--- src/design/bftr_pkg.sv ---
// Shared types and constants of the bitmap font text rasterizer.
// Used by the glyph ROM, the raster engine and the top level; depends on nothing.
`default_nettype none

package bftr_pkg;

	// Font geometry.
	localparam int GLYPH_W       = 5;
	localparam int GLYPH_H       = 7;
	localparam int GLYPH_COUNT   = 26;
	localparam int GLYPH_ADVANCE = 6;
	localparam int LINE_PITCH    = 8;
	localparam int ROM_DEPTH     = GLYPH_COUNT * GLYPH_H;
	localparam int ROM_AW        = $clog2(ROM_DEPTH);

	// Character codes with a meaning of their own.
	localparam logic [7:0] CH_LF    = 8'd10;
	localparam logic [7:0] CH_CR    = 8'd13;
	localparam logic [7:0] CH_UPPER_A = 8'h41;
	localparam logic [7:0] CH_UPPER_Z = 8'h5A;
	localparam logic [7:0] CH_LOWER_A = 8'h61;
	localparam logic [7:0] CH_LOWER_Z = 8'h7A;
	localparam logic [7:0] CASE_OFFSET = CH_LOWER_A - CH_UPPER_A;

	// Configuration register indexes.
	typedef enum logic [1:0] {
		REG_TEXT_COLOR = 2'd0,
		REG_TEXT_SCALE = 2'd1,
		REG_START_X    = 2'd2,
		REG_START_Y    = 2'd3
	} reg_index_t;

	// Glyph draw command from the cursor logic to the raster engine.
	typedef struct packed {
		logic               start;
		logic [4:0]         glyph;
		logic signed [15:0] base_x;
		logic signed [15:0] base_y;
		logic [7:0]         scale;
		logic [15:0]        color;
	} draw_cmd_t;

endpackage

`default_nettype wire

--- src/design/bftr_glyph_rom.sv ---
// Synchronous 5x7 font ROM, 26 upper-case glyphs of 7 rows each.
// One read per cycle into a registered output; uses bftr_pkg.
`default_nettype none

module bftr_glyph_rom (
	input  wire logic                       clk,
	input  wire logic                       rd_en,
	input  wire logic [bftr_pkg::ROM_AW-1:0] addr,
	output logic [bftr_pkg::GLYPH_W-1:0]    data
);
	import bftr_pkg::*;

	localparam logic [GLYPH_W-1:0] GLYPH_ROM [ROM_DEPTH] = '{
		5'h0E, 5'h11, 5'h11, 5'h1F, 5'h11, 5'h11, 5'h11,
		5'h1E, 5'h11, 5'h11, 5'h1E, 5'h11, 5'h11, 5'h1E,
		5'h0E, 5'h11, 5'h10, 5'h10, 5'h10, 5'h11, 5'h0E,
		5'h1E, 5'h11, 5'h11, 5'h11, 5'h11, 5'h11, 5'h1E,
		5'h1F, 5'h10, 5'h10, 5'h1E, 5'h10, 5'h10, 5'h1F,
		5'h1F, 5'h10, 5'h10, 5'h1E, 5'h10, 5'h10, 5'h10,
		5'h0E, 5'h11, 5'h10, 5'h10, 5'h13, 5'h11, 5'h0F,
		5'h11, 5'h11, 5'h11, 5'h1F, 5'h11, 5'h11, 5'h11,
		5'h1F, 5'h04, 5'h04, 5'h04, 5'h04, 5'h04, 5'h1F,
		5'h01, 5'h01, 5'h01, 5'h01, 5'h11, 5'h11, 5'h0E,
		5'h11, 5'h12, 5'h14, 5'h18, 5'h14, 5'h12, 5'h11,
		5'h10, 5'h10, 5'h10, 5'h10, 5'h10, 5'h10, 5'h1F,
		5'h11, 5'h1B, 5'h15, 5'h15, 5'h11, 5'h11, 5'h11,
		5'h11, 5'h19, 5'h15, 5'h13, 5'h11, 5'h11, 5'h11,
		5'h0E, 5'h11, 5'h11, 5'h11, 5'h11, 5'h11, 5'h0E,
		5'h1E, 5'h11, 5'h11, 5'h1E, 5'h10, 5'h10, 5'h10,
		5'h0E, 5'h11, 5'h11, 5'h11, 5'h15, 5'h12, 5'h0D,
		5'h1E, 5'h11, 5'h11, 5'h1E, 5'h14, 5'h12, 5'h11,
		5'h0F, 5'h10, 5'h10, 5'h0E, 5'h01, 5'h01, 5'h1E,
		5'h1F, 5'h04, 5'h04, 5'h04, 5'h04, 5'h04, 5'h04,
		5'h11, 5'h11, 5'h11, 5'h11, 5'h11, 5'h11, 5'h0E,
		5'h11, 5'h11, 5'h11, 5'h11, 5'h11, 5'h0A, 5'h04,
		5'h11, 5'h11, 5'h11, 5'h15, 5'h15, 5'h15, 5'h0A,
		5'h11, 5'h11, 5'h0A, 5'h04, 5'h0A, 5'h11, 5'h11,
		5'h11, 5'h11, 5'h0A, 5'h04, 5'h04, 5'h04, 5'h04,
		5'h1F, 5'h01, 5'h02, 5'h04, 5'h08, 5'h10, 5'h1F
	};

	logic [GLYPH_W-1:0] data_q;

	always_ff @(posedge clk) begin
		if (rd_en) begin
			if (32'(addr) < ROM_DEPTH) begin
				data_q <= GLYPH_ROM[addr];
			end else begin
				data_q <= '0;
			end
		end
	end

	assign data = data_q;

endmodule

`default_nettype wire

--- src/design/bftr_raster.sv ---
// Raster engine: walks the 5x7 cell one glyph pixel per cycle out of the glyph ROM while the
// output does not stall, clips each set pixel's rectangle and emits it. Uses bftr_pkg and bftr_glyph_rom.
`default_nettype none

module bftr_raster #(
	parameter int SCREEN_WIDTH  = 320,
	parameter int SCREEN_HEIGHT = 820
) (
	input  wire logic                clk,
	input  wire logic                arst_n,
	input  wire bftr_pkg::draw_cmd_t cmd,
	output logic                     busy,
	output logic                     out_valid,
	input  wire logic                out_ready,
	output logic [8:0]               rect_x,
	output logic [9:0]               rect_y,
	output logic [7:0]               rect_width,
	output logic [7:0]               rect_height,
	output logic [15:0]              fill_color,
	output logic                     last_rect
);
	import bftr_pkg::*;

	localparam logic signed [17:0] X_LIM = 18'(SCREEN_WIDTH);
	localparam logic signed [17:0] Y_LIM = 18'(SCREEN_HEIGHT);
	localparam logic [2:0] COL_LAST = 3'(GLYPH_W - 1);
	localparam logic [2:0] ROW_LAST = 3'(GLYPH_H - 1);

	typedef enum logic [1:0] {
		ST_IDLE,
		ST_SCAN,
		ST_FLUSH
	} state_t;

	state_t state_q;
	logic [2:0]  row_q, col_q;
	logic [9:0]  x_off_q;
	logic [10:0] y_off_q;
	logic [ROM_AW-1:0] addr_q;
	logic signed [15:0] base_x_q, base_y_q;
	logic [7:0]  scale_q;
	logic [15:0] color_q;

	// Pending rectangle: held back until the next one shows whether it was the last.
	logic        pend_v_q;
	logic [8:0]  pend_x_q;
	logic [9:0]  pend_y_q;
	logic [7:0]  pend_w_q, pend_h_q;
	logic [15:0] pend_c_q;

	logic        out_v_q, out_last_q;
	logic [8:0]  out_x_q;
	logic [9:0]  out_y_q;
	logic [7:0]  out_w_q, out_h_q;
	logic [15:0] out_c_q;

	logic [GLYPH_W-1:0] rom_data;
	logic               rom_rd;
	logic [ROM_AW-1:0]  rom_addr, start_addr;

	logic signed [17:0] s_ext, x0, x1, y0, y1, x0c, x1c, y0c, y1c, w_diff, h_diff;
	logic pix_bit, scan_hit, out_free, advance, col_end, last_px, load_out;

	assign start_addr = ROM_AW'(cmd.glyph) * ROM_AW'(GLYPH_H);

	always_comb begin
		s_ext   = $signed({10'd0, scale_q});
		x0      = 18'(base_x_q) + $signed({8'd0, x_off_q});
		y0      = 18'(base_y_q) + $signed({7'd0, y_off_q});
		x1      = x0 + s_ext;
		y1      = y0 + s_ext;
		x0c     = x0[17] ? '0 : x0;
		y0c     = y0[17] ? '0 : y0;
		x1c     = (x1 > X_LIM) ? X_LIM : x1;
		y1c     = (y1 > Y_LIM) ? Y_LIM : y1;
		w_diff  = x1c - x0c;
		h_diff  = y1c - y0c;
		pix_bit = rom_data[3'(COL_LAST - col_q)];
		scan_hit = (state_q == ST_SCAN) && pix_bit && (x1c > x0c) && (y1c > y0c);
		out_free = !out_v_q || out_ready;
		advance  = (state_q == ST_SCAN) && (!scan_hit || !pend_v_q || out_free);
		col_end  = (col_q == COL_LAST);
		last_px  = col_end && (row_q == ROW_LAST);
		load_out = (advance && scan_hit && pend_v_q) ||
			((state_q == ST_FLUSH) && pend_v_q && out_free);
	end

	// The ROM output register holds a row until the scan moves past its last column.
	always_comb begin
		rom_rd   = 1'b0;
		rom_addr = addr_q + 1'b1;
		if (state_q == ST_IDLE && cmd.start) begin
			rom_rd   = 1'b1;
			rom_addr = start_addr;
		end else if (advance && col_end && !last_px) begin
			rom_rd = 1'b1;
		end
	end

	bftr_glyph_rom u_rom (
		.clk   (clk),
		.rd_en (rom_rd),
		.addr  (rom_addr),
		.data  (rom_data)
	);

	always_ff @(posedge clk or negedge arst_n) begin
		if (!arst_n) begin
			state_q  <= ST_IDLE;
			pend_v_q <= 1'b0;
			out_v_q  <= 1'b0;
		end else begin
			if (load_out) begin
				out_v_q <= 1'b1;
			end else if (out_v_q && out_ready) begin
				out_v_q <= 1'b0;
			end
			case (state_q)
				ST_IDLE: begin
					if (cmd.start) begin
						state_q  <= ST_SCAN;
						row_q    <= '0;
						col_q    <= '0;
						x_off_q  <= '0;
						y_off_q  <= '0;
						addr_q   <= start_addr;
						base_x_q <= cmd.base_x;
						base_y_q <= cmd.base_y;
						scale_q  <= cmd.scale;
						color_q  <= cmd.color;
					end
				end
				ST_SCAN: begin
					if (advance) begin
						if (scan_hit) begin
							if (pend_v_q) begin
								out_last_q <= 1'b0;
								out_x_q    <= pend_x_q;
								out_y_q    <= pend_y_q;
								out_w_q    <= pend_w_q;
								out_h_q    <= pend_h_q;
								out_c_q    <= pend_c_q;
							end
							pend_v_q <= 1'b1;
							pend_x_q <= x0c[8:0];
							pend_y_q <= y0c[9:0];
							pend_w_q <= w_diff[7:0];
							pend_h_q <= h_diff[7:0];
							pend_c_q <= color_q;
						end
						if (col_end) begin
							col_q   <= '0;
							x_off_q <= '0;
							row_q   <= row_q + 1'b1;
							y_off_q <= y_off_q + {3'd0, scale_q};
							addr_q  <= addr_q + 1'b1;
						end else begin
							col_q   <= col_q + 1'b1;
							x_off_q <= x_off_q + {2'd0, scale_q};
						end
						if (last_px) begin
							state_q <= ST_FLUSH;
						end
					end
				end
				ST_FLUSH: begin
					if (!pend_v_q) begin
						state_q <= ST_IDLE;
					end else if (out_free) begin
						out_last_q <= 1'b1;
						out_x_q    <= pend_x_q;
						out_y_q    <= pend_y_q;
						out_w_q    <= pend_w_q;
						out_h_q    <= pend_h_q;
						out_c_q    <= pend_c_q;
						pend_v_q   <= 1'b0;
						state_q    <= ST_IDLE;
					end
				end
				default: begin
					state_q <= ST_IDLE;
				end
			endcase
		end
	end

	assign busy        = (state_q != ST_IDLE);
	assign out_valid   = out_v_q;
	assign rect_x      = out_x_q;
	assign rect_y      = out_y_q;
	assign rect_width  = out_w_q;
	assign rect_height = out_h_q;
	assign fill_color  = out_c_q;
	assign last_rect   = out_last_q;

endmodule

`default_nettype wire

--- src/design/bitmap_font_text_rasterizer.sv ---
// Top level: configuration registers, text cursor and the raster engine. A letter keeps
// the engine busy from acceptance over its 35 glyph pixels (one per cycle from the glyph
// ROM register, held while the output is stalled) and the flush; other codes leave input
// ready. Each rectangle passes a pending and an output register; one is held back.
// Reset: color 0, scale 1, start point and cursor at 0, output empty, ready for input.
// Uses bftr_pkg and bftr_raster.
`default_nettype none

module bitmap_font_text_rasterizer #(
	parameter int SCREEN_WIDTH  = 320,
	parameter int SCREEN_HEIGHT = 820
) (
	input  wire logic        clk,
	input  wire logic        arst_n,
	input  wire logic        cfg_write,
	input  wire logic [1:0]  cfg_index,
	input  wire logic [15:0] cfg_data,
	input  wire logic        in_valid,
	output logic             in_ready,
	input  wire logic [7:0]  char_code,
	output logic             out_valid,
	input  wire logic        out_ready,
	output logic [8:0]       rect_x,
	output logic [9:0]       rect_y,
	output logic [7:0]       rect_width,
	output logic [7:0]       rect_height,
	output logic [15:0]      fill_color,
	output logic             last_rect
);
	import bftr_pkg::*;

	logic [15:0] text_color_q, start_x_q, cursor_col_q, cursor_row_q;
	logic [7:0]  text_scale_q, scale_eff, folded;
	logic        engine_busy, accept, is_letter;
	logic [10:0] advance_step, line_step;
	draw_cmd_t   cmd;

	assign in_ready = !engine_busy;
	assign accept   = in_valid && in_ready;

	always_comb begin
		scale_eff    = (text_scale_q == 8'd0) ? 8'd1 : text_scale_q;
		advance_step = 11'(scale_eff) * 11'(GLYPH_ADVANCE);
		line_step    = 11'(scale_eff) * 11'(LINE_PITCH);
		folded       = char_code;
		if (char_code inside {[CH_LOWER_A:CH_LOWER_Z]}) begin
			folded = char_code - CASE_OFFSET;
		end
		is_letter    = (folded inside {[CH_UPPER_A:CH_UPPER_Z]});
		cmd.start    = accept && is_letter;
		cmd.glyph    = 5'(folded - CH_UPPER_A);
		cmd.base_x   = $signed(cursor_col_q);
		cmd.base_y   = $signed(cursor_row_q);
		cmd.scale    = scale_eff;
		cmd.color    = text_color_q;
	end

	always_ff @(posedge clk or negedge arst_n) begin
		if (!arst_n) begin
			text_color_q <= '0;
			text_scale_q <= 8'd1;
			start_x_q    <= '0;
			cursor_col_q <= '0;
			cursor_row_q <= '0;
		end else begin
			if (cfg_write) begin
				case (reg_index_t'(cfg_index))
					REG_TEXT_COLOR: text_color_q <= cfg_data;
					REG_TEXT_SCALE: text_scale_q <= cfg_data[7:0];
					REG_START_X: begin
						start_x_q    <= cfg_data;
						cursor_col_q <= cfg_data;
					end
					REG_START_Y: begin
						cursor_row_q <= cfg_data;
					end
					default: ;
				endcase
			end else if (accept) begin
				if (char_code == CH_LF) begin
					cursor_col_q <= start_x_q;
					cursor_row_q <= cursor_row_q + {5'd0, line_step};
				end else if (char_code != CH_CR) begin
					// Every code other than the two controls moves the cursor on.
					cursor_col_q <= cursor_col_q + {5'd0, advance_step};
				end
			end
		end
	end

	bftr_raster #(
		.SCREEN_WIDTH  (SCREEN_WIDTH),
		.SCREEN_HEIGHT (SCREEN_HEIGHT)
	) u_raster (
		.clk         (clk),
		.arst_n      (arst_n),
		.cmd         (cmd),
		.busy        (engine_busy),
		.out_valid   (out_valid),
		.out_ready   (out_ready),
		.rect_x      (rect_x),
		.rect_y      (rect_y),
		.rect_width  (rect_width),
		.rect_height (rect_height),
		.fill_color  (fill_color),
		.last_rect   (last_rect)
	);

endmodule

`default_nettype wire

--- config.mk ---
export PLATFORM = sky130hd
export DESIGN_NAME = bitmap_font_text_rasterizer
export DESIGN_NICKNAME = d
export VERILOG_FILES = /design/src/design/bftr_pkg.sv /design/src/design/bftr_glyph_rom.sv /design/src/design/bftr_raster.sv /design/src/design/bitmap_font_text_rasterizer.sv
export SDC_FILE = /design/constraint.sdc
export NUM_CORES = 1
export LEC_CHECK = 0
export BUFFER_PORTS_ARGS = -buffer_cell sky130_fd_sc_hd__buf_4
export CAP_MARGIN = 30
export CORE_ASPECT_RATIO = 2
export CORE_MARGIN = 8
export CORE_UTILIZATION = 62
export CTS_BUF_LIST = sky130_fd_sc_hd__clkbuf_8
export DETAILED_ROUTE_END_ITERATION = 8
export HOLD_SLACK_MARGIN = 0.15
export PLACE_DENSITY = 0.8
export SYNTH_ARGS = -nofsm -noshare
export SYNTH_HDL_FRONTEND = slang
export SYNTH_SLANG_ARGS = --single-unit
--- constraint.sdc ---
create_clock -name clk -period 9.9 [get_ports clk]
set_input_delay 2.97 -clock clk [delete_from_list [all_inputs] [get_ports clk]]
set_output_delay 2.97 -clock clk [all_outputs]
set_load 0.1 [all_outputs]
==> results.md <==
* Skew-Pair Late Insertion Delay at 550 ps
* Placed wire-length estimate after detailed placement at 32840 µm
* Critical register-to-register path endpoint: u_raster.fill_color[4]
* Length of the first detailed-routing pass in iterations at 5
* Count of warnings emitted by yosys at 0
* Library cell used as clock root buffer: clkbuf_8
* Slack of the critical path at around 1400 ps
* FF-to-FF Start: u_raster.x_off_q[0]
* Max VDD drop at 137.8 µV
* Number of CTS-inserted buffers at 38
* Sum of negative setup slack at 0 ps
* Pin count of the biggest net entering global routing at 75
* Peak fanout along the critical path at 52
* Leftover overflow at the end of global routing at 0
* Last weighted congestion value of the routability-driven placer at 0.9579
* Max Root-Sink Buffers at 3
* Endpoint kind of the worst setup timing path: flop
* Proportion of layout cells with a drive suffix above 1 at 13.77%
* Worst Hold End: u_raster.rect_height[1]
* Number of antenna violations at the first check in global routing at 1
* Post-layout util at 69.22%
* Cell depth of the worst min-delay path at 0
* Min-delay src: u_raster.pend_h_q[1]
* Class of the most critical setup path: reg -> reg
* Period Utilization, post-route at 86.10%
* Transition time at the pin with the least slew margin at roughly 1100 ps
* Clock-pin slew on the worst setup and hold paths at 70 ps
* Site Rows at 86
* CTS hold repair buffers at 0
* Number of DRC markers in iteration 0 at between 700 and 800
* Post-synth ARST share at 27.64%
* Syn Area/Cell at 10.57 µm²
* Total number of nets in the final design at 1909
* Sequential cell area fraction in the yosys report at between 40% and 50%
* Initial standard-cell utilization of the core at 62.51%
* Resized cells post-CTS at 0
* Setup slack of the most critical reg-to-reg path at ~1400 ps
* Setup violation total in the final timing report at 0
* Global Route Usage Sum at 25.45%
* Port bufs at 84
* Final routed DRC violation total at 0
* Arrival time at the worst endpoint at 8700 ps
* Post-synthesis instance total at approximately 1600
* Number of top-level pins at 85
* Slowest stage cell on the critical path: a211oi_1
* Top cell type by total area after synthesis: edfxtp_1
* EDFF count, synth at 199
* CTS Sinks at 275
* Ratio of total power to cell area at 260.3 nW/µm²
* Number of cells traversed by the worst register-to-register path at 29
* Die Footprint at roughly 34000 µm²
* Flip-flop cell with the highest count after synthesis: edfxtp_1
* Total Routed Length at 42790 µm
* Max incr delay on CP at ~670 ps
* Layout-stage area growth over the synthesis result at 10.73%
* CP required at 10080 ps
* Antenna-violating nets left at 0
* Number of setup buffers added after CTS at 0
* Top cells by area in the synthesized netlist: edfxtp_1 (35%), dfrtp_1 (11%), ha_1 (10%), mux2_2 (3.4%), xnor2_1 (3.4%)
* Cell Area, Synth at 17150 µm²
* Shortest period the worst path allows at 8524 ps
* Depth of the CTS H-tree at 2
* Number of distinct library cells after synthesis at between 90 and 100
* Tightest Hold Check Type: reg -> reg
* TritonCTS clock tree: done
* Die height at 251.2 µm
* Hold Vio Cnt, Final at 0
* Horizontal die dimension at between 100 and 150 µm
* Reported leakage power at 0.007840 µW
* Setup repair after global routing missed its margin: false
* WL/cell at 20.35 µm
* Skew final at 26.53 ps
* Syn_nets at 1808
* Avg Vias per Cell at 6.207
* Critical path's most frequent cell: ha_1
* Library cell with the highest instance count after synthesis: edfxtp_1
* Setup crit start kind: flop
* Outcome: finished clean
* Number of vias in the routed layout at 13053
* Ranking of synthesized cells by instance count: edfxtp_1 (199), nand2_1 (146), ha_1 (140), nor2_1 (138), a21oi_1 (107)
* Remaining max-slew budget at the tightest pin at 28.97%
* Wire length of the first global-routing pass at ~70000 µm
* Max_cap viols at 0
* Final Slew Violations at 0
* Via count of the first global-routing pass at 13600
* Share of Yosys cell area claimed by the top area cell type at 34.84%
* Post-placement worst setup slack at 1223 ps
* Area inside the core boundary at 27440 µm²
* Flop and latch count out of synthesis at approximately 280
* Max Clk Rate at approximately 120 MHz
==> through the flow <==
stage	std cells	cell area (µm²)	power (µW)	hold slack (ps)
6_report	2103	18990	4944	411.9
5_1_grt	2103	18990	5243	419.8
4_1_cts	2100	18940	4933	412.5
3_5_place_dp	2034	18250	4112	404.5
3_3_place_gp	2032	18230	4034	400.4
2_1_floorplan	1623	17150	3535	400.3
==> layout make-up <==
type | count | area, µm²
antenna | 1 | 2.502
clock inverter | 24 | 115.1
clock buffer | 42 | 578.1
sequential | 275 | 7879
tap | 352 | 440.4
timing repair buffer | 104 | 820.8
inverter | 92 | 345.3
multi-input combinational | 1213 | 8811
fill | 2064 | 8447
==> worst max-delay path by stage <==
stage,startpoint,end,slack (ps),cells after the start
6_report,u_raster.x_off_q[0],u_raster.fill_color[4],1380,29
4_1_cts,u_raster.x_off_q[0],u_raster.pend_c_q[4],1160,28
5_1_grt,u_raster.x_off_q[0],u_raster.fill_color[11],870,29
2_1_floorplan,u_raster.x_off_q[1],u_raster.pend_c_q[0],1560,29
3_3_place_gp,u_raster.x_off_q[1],u_raster.pend_c_q[10],1600,29
3_5_place_dp,u_raster.x_off_q[0],u_raster.pend_c_q[4],1220,28
==> report_power, final <==
part           leakage [µW]  internal [µW]  switching [µW]  total (µW)
clock              0.000380            393             424         817
sequential          0.00272           1510             130        1640
combinational       0.00474            871            1620        2490
total               0.00784           2770            2170        4940
==> metal layers <==
layer | global-route usage [%] | vias up | share of wire, %
met1 | 23.28 | 6332 | 34
met2 | 48.47 | 392 | 54
met5 | 0 | - | 0
li1 | - | 6160 | -
met3 | 3.039 | 169 | 3.7
met4 | 21.04 | 0 | 8.7
==> critical path, delay by kind of cell, from the launching register on <==
family                   cells  cell delay [ps]
AO/OA/AOI/OAI               14             3910
XOR/XNOR                     2              350
adder cells (fa/ha/maj)      5             1650
buffers and inverters        1              500
flip-flops                   1              410
AND/OR/NAND/NOR              7             1250
==> layout by cell type, fill, tap and decap left out, types with 9 or more instances in the layout <==
| master | synthesis | routed |
|---|---|---|
| nand4_1 | 13 | 13 |
| clkbuf_8 | 0 | 42 |
| ha_1 | 140 | 140 |
| and2_1 | 21 | 21 |
| nor2b_1 | 28 | 28 |
| o22ai_1 | 9 | 9 |
| a21oi_1 | 107 | 107 |
| dfrtp_1 | 75 | 75 |
| mux2_2 | 52 | 52 |
| xnor2_1 | 66 | 66 |
| a31oi_1 | 20 | 20 |
| mux2i_1 | 25 | 24 |
| clkinv_1 | 1 | 10 |
| nand2b_1 | 18 | 18 |
| o21a_1 | 10 | 10 |
| edfxtp_1 | 199 | 199 |
| nand3_1 | 25 | 25 |
| and3_1 | 9 | 9 |
| a21o_1 | 41 | 41 |
| fa_1 | 14 | 14 |
| o211ai_1 | 27 | 27 |
| o21ai_0 | 94 | 94 |
| buf_4 | 1 | 101 |
| nand2_1 | 146 | 146 |
| inv_1 | 90 | 98 |
| o21bai_1 | 15 | 15 |
| xor2_1 | 36 | 36 |
| nor3_1 | 24 | 22 |
| a211oi_1 | 13 | 13 |
| nor2_1 | 138 | 135 |
==> logic make-up (layout without fill, tap and decap cells) <==
group / count (synthesis) / after routing / share of synthesized area (%)
mux: 80 / 80 / 5.201
xor+xnor: 103 / 103 / 5.369
compound gates: 417 / 417 / 15.91
buf+inv: 135 / 262 / 2.998
other cells: 0 / 1 / 0
fa+ha+maj: 154 / 154 / 11.85
flops: 275 / 275 / 45.94
simple gates: 459 / 459 / 12.74
==> flip-flops by register name, indices dropped and copies added, names as in the netlist, 9 cells and up <==
name                 cells
cursor_col_q            16
cursor_row_q            16
start_x_q               16
text_color_q            16
u_raster.base_x_q       16
u_raster.base_y_q       16
u_raster.color_q        16
u_raster.fill_color     16
u_raster.pend_c_q       16
u_raster.pend_x_q        9
u_raster.pend_y_q       10
u_raster.rect_x          9
u_raster.rect_y         10
u_raster.x_off_q        10
u_raster.y_off_q        11
Power figures use the tool's default switching activity.
